<file path="src/v2py_pkg.sv">
// Shared types, constants and the arctangent table for the vector to pitch/yaw pipeline.
// No dependencies; every other file in src imports this package.
package v2py_pkg;

    localparam int CORDIC_STEPS_DEF = 20;
    localparam int TAB_LEN          = 32;

    localparam int IN_W    = 32;
    localparam int OUT_W   = 25;
    localparam int FRAC_SH = 24;
    localparam int CW      = 59;
    localparam int AW      = 34;
    localparam int SQ_W    = 64;
    localparam int RT_W    = 32;
    localparam int SH_W    = 5;
    localparam int Q_W     = 27;
    localparam int RND_SH  = 8;

    localparam int S_TDATA_W = 96;
    localparam int M_TDATA_W = 56;

    localparam logic signed [AW-1:0]  HALF_TURN_Q24   = 34'sd3019898880;
    localparam logic signed [AW-1:0]  ROUND_HALF      = 34'sd128;
    localparam logic signed [Q_W-1:0] FULL_TURN_Q16   = 27'sd23592960;
    localparam logic [OUT_W-1:0]      RIGHT_Q16       = 25'd5898240;
    localparam logic [OUT_W-1:0]      THREE_RIGHT_Q16 = 25'd17694720;

    typedef struct packed {
        logic                   zero_xy;
        logic                   z_pos;
        logic signed [IN_W-1:0] xs;
        logic signed [IN_W-1:0] ys;
        logic signed [IN_W-1:0] zs;
    } v2py_vec_t;

    typedef struct packed {
        logic                 hold;
        logic signed [CW-1:0] a;
        logic signed [CW-1:0] b;
        logic signed [AW-1:0] ang;
    } v2py_rot_t;

    typedef struct packed {
        logic      zero_xy;
        logic      z_pos;
        v2py_rot_t yaw;
        v2py_rot_t pitch;
    } v2py_cst_t;

    // atan(2^-i) in degrees, scaled by 2^24
    function automatic logic signed [AW-1:0] atan_q24(input int unsigned idx);
        case (idx)
            0:  return 34'sd754974720;
            1:  return 34'sd445687602;
            2:  return 34'sd235489088;
            3:  return 34'sd119537938;
            4:  return 34'sd60000934;
            5:  return 34'sd30029717;
            6:  return 34'sd15018523;
            7:  return 34'sd7509720;
            8:  return 34'sd3754917;
            9:  return 34'sd1877466;
            10: return 34'sd938734;
            11: return 34'sd469367;
            12: return 34'sd234684;
            13: return 34'sd117342;
            14: return 34'sd58671;
            15: return 34'sd29335;
            16: return 34'sd14668;
            17: return 34'sd7334;
            18: return 34'sd3667;
            19: return 34'sd1833;
            20: return 34'sd917;
            21: return 34'sd458;
            22: return 34'sd229;
            23: return 34'sd115;
            24: return 34'sd57;
            25: return 34'sd29;
            26: return 34'sd14;
            27: return 34'sd7;
            28: return 34'sd4;
            29: return 34'sd2;
            30: return 34'sd1;
            default: return '0;
        endcase
    endfunction

endpackage

</file>
<file path="src/v2py_out.sv">
// Output stage: rounding to Q9.16 degrees, wrap into one turn, output register and skid beat.
// Depends on v2py_pkg.
module v2py_out import v2py_pkg::*; (
    input  logic                 aclk,
    input  logic                 aresetn,
    input  logic                 vld_in,
    input  v2py_cst_t            cst_in,
    output logic                 en,
    output logic                 m_tvalid,
    input  logic                 m_tready,
    output logic [M_TDATA_W-1:0] m_tdata
);

    logic                   out_valid_reg, skid_valid_reg;
    logic [2*OUT_W-1:0]     out_reg, skid_reg;
    logic [2*OUT_W-1:0]     res_next;
    logic [OUT_W-1:0]       pitch_next, yaw_next;
    logic                   push, take;

    function automatic logic [OUT_W-1:0] to_q916(input logic signed [AW-1:0] ang);
        logic signed [AW-1:0]  r;
        logic signed [Q_W-1:0] q;
        r = ang + ROUND_HALF;
        q = Q_W'(r >>> RND_SH);
        if (q < 0) begin
            q = q + FULL_TURN_Q16;
        end else if (q >= FULL_TURN_Q16) begin
            q = q - FULL_TURN_Q16;
        end
        return q[OUT_W-1:0];
    endfunction

    always_comb begin
        if (cst_in.zero_xy) begin
            pitch_next = cst_in.z_pos ? RIGHT_Q16 : THREE_RIGHT_Q16;
            yaw_next   = '0;
        end else begin
            pitch_next = to_q916(cst_in.pitch.ang);
            yaw_next   = to_q916(cst_in.yaw.ang);
        end
        res_next = {yaw_next, pitch_next};
    end

    assign en   = !skid_valid_reg;
    assign push = vld_in && en;
    assign take = !out_valid_reg || m_tready;

    always_ff @(posedge aclk) begin
        if (!aresetn) begin
            out_valid_reg  <= 1'b0;
            skid_valid_reg <= 1'b0;
        end else if (take) begin
            out_valid_reg  <= skid_valid_reg || push;
            skid_valid_reg <= 1'b0;
        end else if (push) begin
            skid_valid_reg <= 1'b1;
        end
    end

    always_ff @(posedge aclk) begin
        if (take) begin
            out_reg <= skid_valid_reg ? skid_reg : res_next;
        end else if (push) begin
            skid_reg <= res_next;
        end
    end

    assign m_tvalid = out_valid_reg;
    assign m_tdata  = M_TDATA_W'(out_reg);

`ifndef SYNTHESIS
    a_skid_behind_out: assert property (@(posedge aclk) disable iff (!aresetn)
        skid_valid_reg |-> out_valid_reg)
        else $error("skid beat held with empty output register");

    a_angle_in_turn: assert property (@(posedge aclk) disable iff (!aresetn)
        out_valid_reg |-> (Q_W'(out_reg[OUT_W-1:0]) < FULL_TURN_Q16)
                       && (Q_W'(out_reg[2*OUT_W-1:OUT_W]) < FULL_TURN_Q16))
        else $error("angle outside one turn");

    a_skid_holds: assert property (@(posedge aclk) disable iff (!aresetn)
        (skid_valid_reg && !m_tready) |=> (skid_valid_reg && $stable(skid_reg)))
        else $error("skid beat lost while output stalled");
`endif

endmodule
</file>
<file path="config.mk">
export PLATFORM = sky130hd
export DESIGN_NAME = v2py_out
export DESIGN_NICKNAME = d
export VERILOG_FILES = /design/src/v2py_pkg.sv /design/src/v2py_out.sv
export SDC_FILE = /design/constraint.sdc
export NUM_CORES = 1
export LEC_CHECK = 0
export ABC_AREA = 1
export ABC_CLOCK_PERIOD_IN_PS = 9400
export BUFFER_PORTS_ARGS = -buffer_cell sky130_fd_sc_hd__clkbuf_2
export CAP_MARGIN = 40
export CORE_AREA = 2 2 144 146
export CTS_BUF_LIST = sky130_fd_sc_hd__clkbuf_8
export DETAILED_ROUTE_END_ITERATION = 8
export DIE_AREA = 0 0 146 148
export GPL_TIMING_DRIVEN = 0
export PLACE_DENSITY_LB_ADDON = 0.2
export SLEW_MARGIN = 20
export SYNTH_ARGS = -nofsm -noshare
export SYNTH_HDL_FRONTEND = slang
export SYNTH_SLANG_ARGS = --single-unit
</file>
<file path="constraint.sdc">
create_clock -name aclk -period 9.4 [get_ports aclk]
set_input_delay 0.47 -clock aclk [delete_from_list [all_inputs] [get_ports aclk]]
set_output_delay 0.47 -clock aclk [all_outputs]
set_load 0.02 [all_outputs]
</file>
==> reports/summary.txt, run 1 <==
Status -> finished, final reports clean
Drt first pass iters -> 4
Vias after detailed routing -> 5342
TritonCTS clock tree -> built
Yosys cell types -> 41
DRC -> 0
Final setup fails -> 0
FP Rows -> 52
I/O Buffers -> 110
Synthesis warning total -> 0
Highest Clock Rate -> 399.2 MHz
Gate power share -> 0.184
Clk network pwr share -> 0.285
Worst slew margin -> 0.4855
Layout cell share with drive strength beyond 1 -> 0.2277
MaxCap Viol Count -> 0
Initial Utilization -> 0.3036
Critical-path top delay cell -> xor2_2
Most frequent cells in the layout -> nand2_1 (305), clkbuf_2 (110), edfxtp_1 (100), nor2_1 (70), inv_1 (62)
Crit end category -> flop
Clock sink total -> 102
Worst clock skew -> 23.97 ps
Max Slew Vio Count -> 0
Clock Tree Root -> clkbuf_8
Clk_lat worst skew -> 410 ps
Hold buffer count at cts -> 0
Final Net Count -> 1207
Initial antenna violation count -> 3
Die area -> 21610 um^2
Psw -> 325.8 uW
Register share of total power -> 0.531
GR Overflow Total -> 0
# fillers -> 2173
Internal -> 692.2 uW
Worst EP required -> 9540 ps
Final hold violation count -> 0
DP Wirelength -> 14190 um
Core area -> 20040 um^2
WL per Instance -> 15.78 um
Clock Tree Buf Depth -> 2
Cell mode on critical path -> nand2_1
Crit-path cells -> clkbuf_2, ha_1, nand2_2, nor2_4, nand2_4, nor2_4, nand2_1, xor2_2, inv_1, o21ai_0, nand3_1, nand2_1, nand2_1
Final TNS setup -> 0 ps
Least-Margin Pin Slew -> 771.8 ps
Die Y -> 148 um
DR vias/cell -> 4.574
Top Ports -> 370
Post-synth EDFFs -> 100
Clk slew on worst S/H paths -> 110 ps
Final core area utilization -> 0.3634
Hold Path Class -> in -> reg
WS Path Type -> in -> reg
Die Wd -> 146 um
DR iter-0 viols -> 467
Unrepaired setup endpoints after global routing -> no
Ys flop type -> edfxtp_1
Commonest non-fill, non-tap cell in the layout -> nand2_1
Largest stage delay, worst path -> 410 ps
Gr usage total -> 0.1712
H-tree Lvls -> 3
# resized after CTS -> 0
RD Place Congestion -> 0.8928
Post-CTS Setup Inserts -> 0
Non-Filler Instances -> 1168
Synthesized area -> 6083 um^2
Placed cells -> 1150
PwrDens -> 139.8 nW/um^2
Syn Area/Cell -> 7.983 um^2
First-pass GRT wire length -> 28300 um
Leakage -> 3.252 nW
Mapped Cells -> 762
Seq/Total Area, Yosys -> 0.5002
Maximum vdd drop -> 0.09034 mV
ANT nets after route -> 0
Tmin final -> 2505 ps
Worst Path Max Fanout -> 8
WL final -> 18430 um
Sw Share -> 0.3201
Seq cells post-synth -> 102
Largest net degree at the start of global routing -> 35
Asr flop ratio synth -> 0
Final Power -> 1.018 mW
Layout area overhead -> 19.70%
Vias in the first global route -> 4999
Final Hold Slack -> 276.8 ps
CP Launch Type -> input pin
Tcrit/Tclk final -> 0.2665
TritonCTS Buffers -> 9
CP arrival -> 2650 ps
critical path, delay by kind of cell:
| family | cells | cell delay (ps) |
|---|---|---|
| compound gates | 1 | 230 |
| xor+xnor | 1 | 410 |
| buf+inv | 2 | 360 |
| fa+ha+maj | 1 | 180 |
| simple gates | 8 | 970 |
cell families (layout without fill, tap and decap cells):
family / after synthesis / after routing / synth area share
and+or+nand+nor: 500 / 500 / 0.3614
DFF: 102 / 102 / 0.5002
buffers and inverters: 89 / 218 / 0.05923
AOI/OAI and AO/OA: 58 / 58 / 0.05450
xor gates and xnor gates: 8 / 8 / 0.01584
adders and majority gates: 4 / 4 / 0.008227
other: 1 / 8 / 0.0006164
per-layer routing:
| metal | share of wire | up-vias | global-route usage |
|---|---|---|---|
| li1 | - | 2732 | - |
| met3 | 0.060 | 16 | 0.03858 |
| met2 | 0.42 | 136 | 0.2498 |
| met4 | 0.014 | 0 | 0.05000 |
| met1 | 0.51 | 2458 | 0.2536 |
| met5 | 0 | - | 0 |
synthesized netlist by cell type (4+ instances only):
cell        n  share of area
a21oi_1    29          0.024
and3_1      5         0.0051
buf_4       6         0.0074
clkbuf_1   11         0.0068
edfxtp_1  100           0.49
ha_1        4         0.0082
inv_1      62          0.038
inv_2       4         0.0025
nand2_1   306           0.19
nand2_2    22          0.023
nand3_1    39          0.032
nand3_2     4         0.0066
nand4_1     9         0.0093
nor2_1     71          0.044
nor2_2     18          0.019
nor2_4      7          0.013
nor3_1     10         0.0082
o21ai_0    15          0.012
xor2_1      4         0.0058
path summary, 6_finish.rpt:
path / from / to / slack [ps] / depth (start not counted)
setup / recovery: cst_in[7] / out_reg[19]$_DFFE_PP_ / 6900 / 13
setup reg to reg: m_tvalid$_SDFFE_PN0P_ / skid_reg[30]$_DFFE_PP_ / 7340 / 5
hold / removal: aresetn / m_tvalid$_SDFFE_PN0P_ / 280 / 3
hold reg to reg: skid_reg[46]$_DFFE_PP_ / out_reg[46]$_DFFE_PP_ / 530 / 2
through the flow:
stage / instance area (um^2) / worst slack (ps)
4_1_cts: 7277 / 6928
3_3_place_gp: 6990 / 2917
6_report: 7282 / 6895
5_1_grt: 7277 / 6680
3_5_place_dp: 7081 / 6522
2_1_floorplan: 6102 / 5040
power groups by stage:
stage | clock network (mW) | logic [mW] | registers [mW]
after floorplan | 0 | 0.0819 | 0.577
after global placement | 0 | 0.183 | 0.553
after detailed placement | 0 | 0.186 | 0.550
after CTS | 0.300 | 0.188 | 0.541
after global routing | 0.314 | 0.206 | 0.543
final | 0.290 | 0.187 | 0.540
final cells by class:
| class | instances | area (um^2) | area share |
|---|---|---|---|
| Inverter | 67 | 251.5 | 0.03454 |
| Sequential cell | 102 | 3043 | 0.4179 |
| Clock inverter | 7 | 72.57 | 0.009966 |
| Buffer | 22 | 108.9 | 0.01495 |
| Tap cell | 270 | 337.8 | 0.04639 |
| Clock buffer | 9 | 123.9 | 0.01701 |
| Timing Repair Buffer | 113 | 625.6 | 0.08591 |
| Antenna cell | 2 | 5.005 | 0.0006873 |
| Multi-Input combinational cell | 576 | 2714 | 0.3727 |
(Power assumes the default switching activity.)
==> run 2, diff against run 1 <==
--- a/config.mk
+++ b/config.mk
@@ -6,7 +6,7 @@
 export NUM_CORES = 1
 export LEC_CHECK = 0
 export ABC_AREA = 1
-export ABC_CLOCK_PERIOD_IN_PS = 9400
+export ABC_CLOCK_PERIOD_IN_PS = 2350
 export BUFFER_PORTS_ARGS = -buffer_cell sky130_fd_sc_hd__clkbuf_2
 export CAP_MARGIN = 40
 export CORE_AREA = 2 2 144 146
==> constraint.sdc (replaced) <==
create_clock -name aclk -period 2.35 [get_ports aclk]
set_input_delay 0.1175 -clock aclk [delete_from_list [all_inputs] [get_ports aclk]]
set_output_delay 0.1175 -clock aclk [all_outputs]
set_load 0.02 [all_outputs]
==> run 2 against run 1 <==
Effect of this change: wire length decreased by 1.2%; clock skew shrank 2.0 ps; critical endpoint is now skid_reg[4]$_DFFE_PP_; critical path depth fell by 10; largest cell class unchanged; core utilization shrank 0.10 points; global-route usage rose by 0.062 points.
==> reports/summary.txt, run 2 (synthesis results as in run 1) <==
Layout area overhead -> 19.37% (was 19.70%)
Sw Share -> 0.3153 (was 0.3201)
Psw -> 1.270 mW (was 325.8 uW)
DR vias/cell -> 4.596 (was 4.574)
Vias in the first global route -> 5072 (was 4999)
Tmin final -> 2084 ps
ANT nets after route -> 0 (unchanged)
WL per Instance -> 15.60 um (was 15.78 um)
Max Slew Vio Count -> 0 (unchanged)
CP arrival -> 2180 ps (was 2650 ps)
Maximum vdd drop -> 0.3513 mV (was 0.09034 mV)
R2R setup slack -> 270 ps (was 7340 ps)
Status -> finished, final reports clean (unchanged)
Initial Utilization -> 0.3036 (unchanged)
Worst slew margin -> 0.4916 (was 0.4855)
TritonCTS Buffers -> 9 (unchanged)
Vias after detailed routing -> 5368 (was 5342)
WS Path Type -> reg -> reg (was in -> reg)
RD Place Congestion -> 0.9209 (was 0.8928)
Core area -> 20040 um^2 (unchanged)
Worst EP required -> 2450 ps (was 9540 ps)
Critical-path top delay cell -> nor2_4 (was xor2_2)
Worst clock skew -> 21.97 ps (was 23.97 ps)
Final Hold Slack -> 35.97 ps (was 276.8 ps)
Clk network pwr share -> 0.279 (was 0.285)
Non-Filler Instances -> 1168 (unchanged)
Layout cell share with drive strength beyond 1 -> 0.2266 (was 0.2277)
# resized after CTS -> 0 (unchanged)
Clk slew on worst S/H paths -> 110 ps (about the same)
H-tree Lvls -> 3 (unchanged)
Crit path max-delay family -> simple AND/OR/NAND/NOR gates (unchanged)
Initial antenna violation count -> 5 (was 3)
CP Launch Type -> flop (was input pin)
DP Wirelength -> 14000 um (was 14190 um)
PwrDens -> 554.8 nW/um^2 (was 139.8 nW/um^2)
Least-Margin Pin Slew -> 762.6 ps (was 771.8 ps)
TritonCTS clock tree -> built (unchanged)
Worst Setup Slack, final -> 266.3 ps (was 6895 ps)
Hold Path Class -> in -> reg (unchanged)
Die area -> 21610 um^2 (unchanged)
I/O Buffers -> 110 (unchanged)
Worst Path Max Fanout -> 53 (was 8)
Internal -> 2.759 mW (was 692.2 uW)
Clock sink total -> 102 (unchanged)
Commonest non-fill, non-tap cell in the layout -> nand2_1 (unchanged)
MaxCap Viol Count -> 0 (unchanged)
Crit end category -> flop (unchanged)
Gr usage total -> 0.1719 (was 0.1712)
Final hold violation count -> 0 (unchanged)
Unrepaired setup endpoints after global routing -> no (unchanged)
Final setup fails -> 0 (unchanged)
DR iter-0 viols -> 485 (was 467)
Die Wd -> 146 um (unchanged)
Placed cells -> 1149 (was 1150)
DRC -> 0 (unchanged)
GR Overflow Total -> 0 (unchanged)
Most frequent cells in the layout -> nand2_1 (305), clkbuf_2 (110), edfxtp_1 (100), nor2_1 (70), inv_1 (62) (unchanged)
Die Y -> 148 um (unchanged)
Largest stage delay, worst path -> 690 ps (was 410 ps)
Buf/Inv on CP -> 1 (was 2)
FP Rows -> 52 (unchanged)
Final core area utilization -> 0.3624 (was 0.3634)
Register share of total power -> 0.536 (was 0.531)
Crit-path cells -> nand2_4, nor2_4, buf_16 (was clkbuf_2, ha_1, nand2_2, nor2_4, nand2_4, nor2_4, nand2_1, xor2_2, inv_1, o21ai_0, nand3_1, nand2_1, nand2_1)
Clock Tree Root -> clkbuf_8 (unchanged)
Drt first pass iters -> 5 (was 4)
Clock Tree Buf Depth -> 2 (unchanged)
Highest Clock Rate -> 479.9 MHz
Gate power share -> 0.185 (was 0.184)
Tcrit/Tclk final -> 0.8867
WL final -> 18220 um (was 18430 um)
Largest net degree at the start of global routing -> 54 (was 35)
Top Ports -> 370 (unchanged)
Final Net Count -> 1207 (unchanged)
Setup slack at placement -> -105.6 ps (was 6522 ps)
Clk_lat worst skew -> 400 ps (was 410 ps)
First-pass GRT wire length -> 28410 um (was 28300 um)
Leakage -> 3.248 nW (was 3.252 nW)
-- run 2: cell count changes in the layout (fill, tap and decap cells not counted) --
cell / before / now
buf_12: 1 / 0
clkinv_2: 0 / 1
clkinv_4: 0 / 1
clkinv_8: 1 / 0
clkinvlp_4: 1 / 0
dlygate4sd3_1: 0 / 1
-- run 2: final cells by class --
class	count	area (um^2)
Inverter	67	251.5
Buffer	22	108.9
Multi-Input combinational cell	576	2714
Sequential cell	102	3043
Timing Repair Buffer	113	615.6
Fill cell	2146	12780
Antenna cell	2	5.005
Tap cell	270	337.8
Clock buffer	9	123.9
Clock inverter	7	62.56
-- run 2: worst paths after layout --
check                                      to              startpoint  cells past startpoint
setup / recovery        skid_reg[4]$_DFFE_PP_   m_tvalid$_SDFFE_PN0P_                      3
hold / removal    skid_valid_reg$_SDFFE_PP0P_                  vld_in                      3
setup reg to reg        skid_reg[4]$_DFFE_PP_   m_tvalid$_SDFFE_PN0P_                      3
hold reg to reg         out_reg[30]$_DFFE_PP_  skid_reg[30]$_DFFE_PP_                      2
-- run 2: layer usage --
layer / up-vias / track usage / wire length [um]
met3: 15 / 0.04352 / 1367
met5: - / 0 / 17
li1: 2725 / - / -
met4: 2 / 0.04223 / 210
met2: 169 / 0.2554 / 7749
met1: 2457 / 0.2507 / 8870
-- run 2: what timing repair did --
| action | CTS | global route |
|---|---|---|
| buffers inserted | 0 | 0 |
| hold endpoints to repair | 2 | 0 |
| hold buffers | 1 | 0 |
-- run 2: power by group through the flow --
stage / clock (mW) / sequential (mW) / combinational [mW]
detailed placement: 0 / 2.20 / 0.740
global placement: 0 / 2.20 / 0.736
global route: 1.23 / 2.17 / 0.824
finish: 1.12 / 2.16 / 0.745
floorplan: 0 / 2.31 / 0.330
CTS: 1.17 / 2.16 / 0.748
-- run 2: stage by stage --
step	power, mW	cell area, um^2	TNS [ps]
2_1_floorplan	2.636	6117	0
6_report	4.029	7262	0
5_1_grt	4.228	7257	0
3_5_place_dp	2.939	7061	-360.8
4_1_cts	4.077	7257	0
3_3_place_gp	2.937	7005	-12530
-- run 2: worst min-delay path: stages --
cell	delay, ps
clkbuf_2	90
nor2_1	120
nor3_1	60
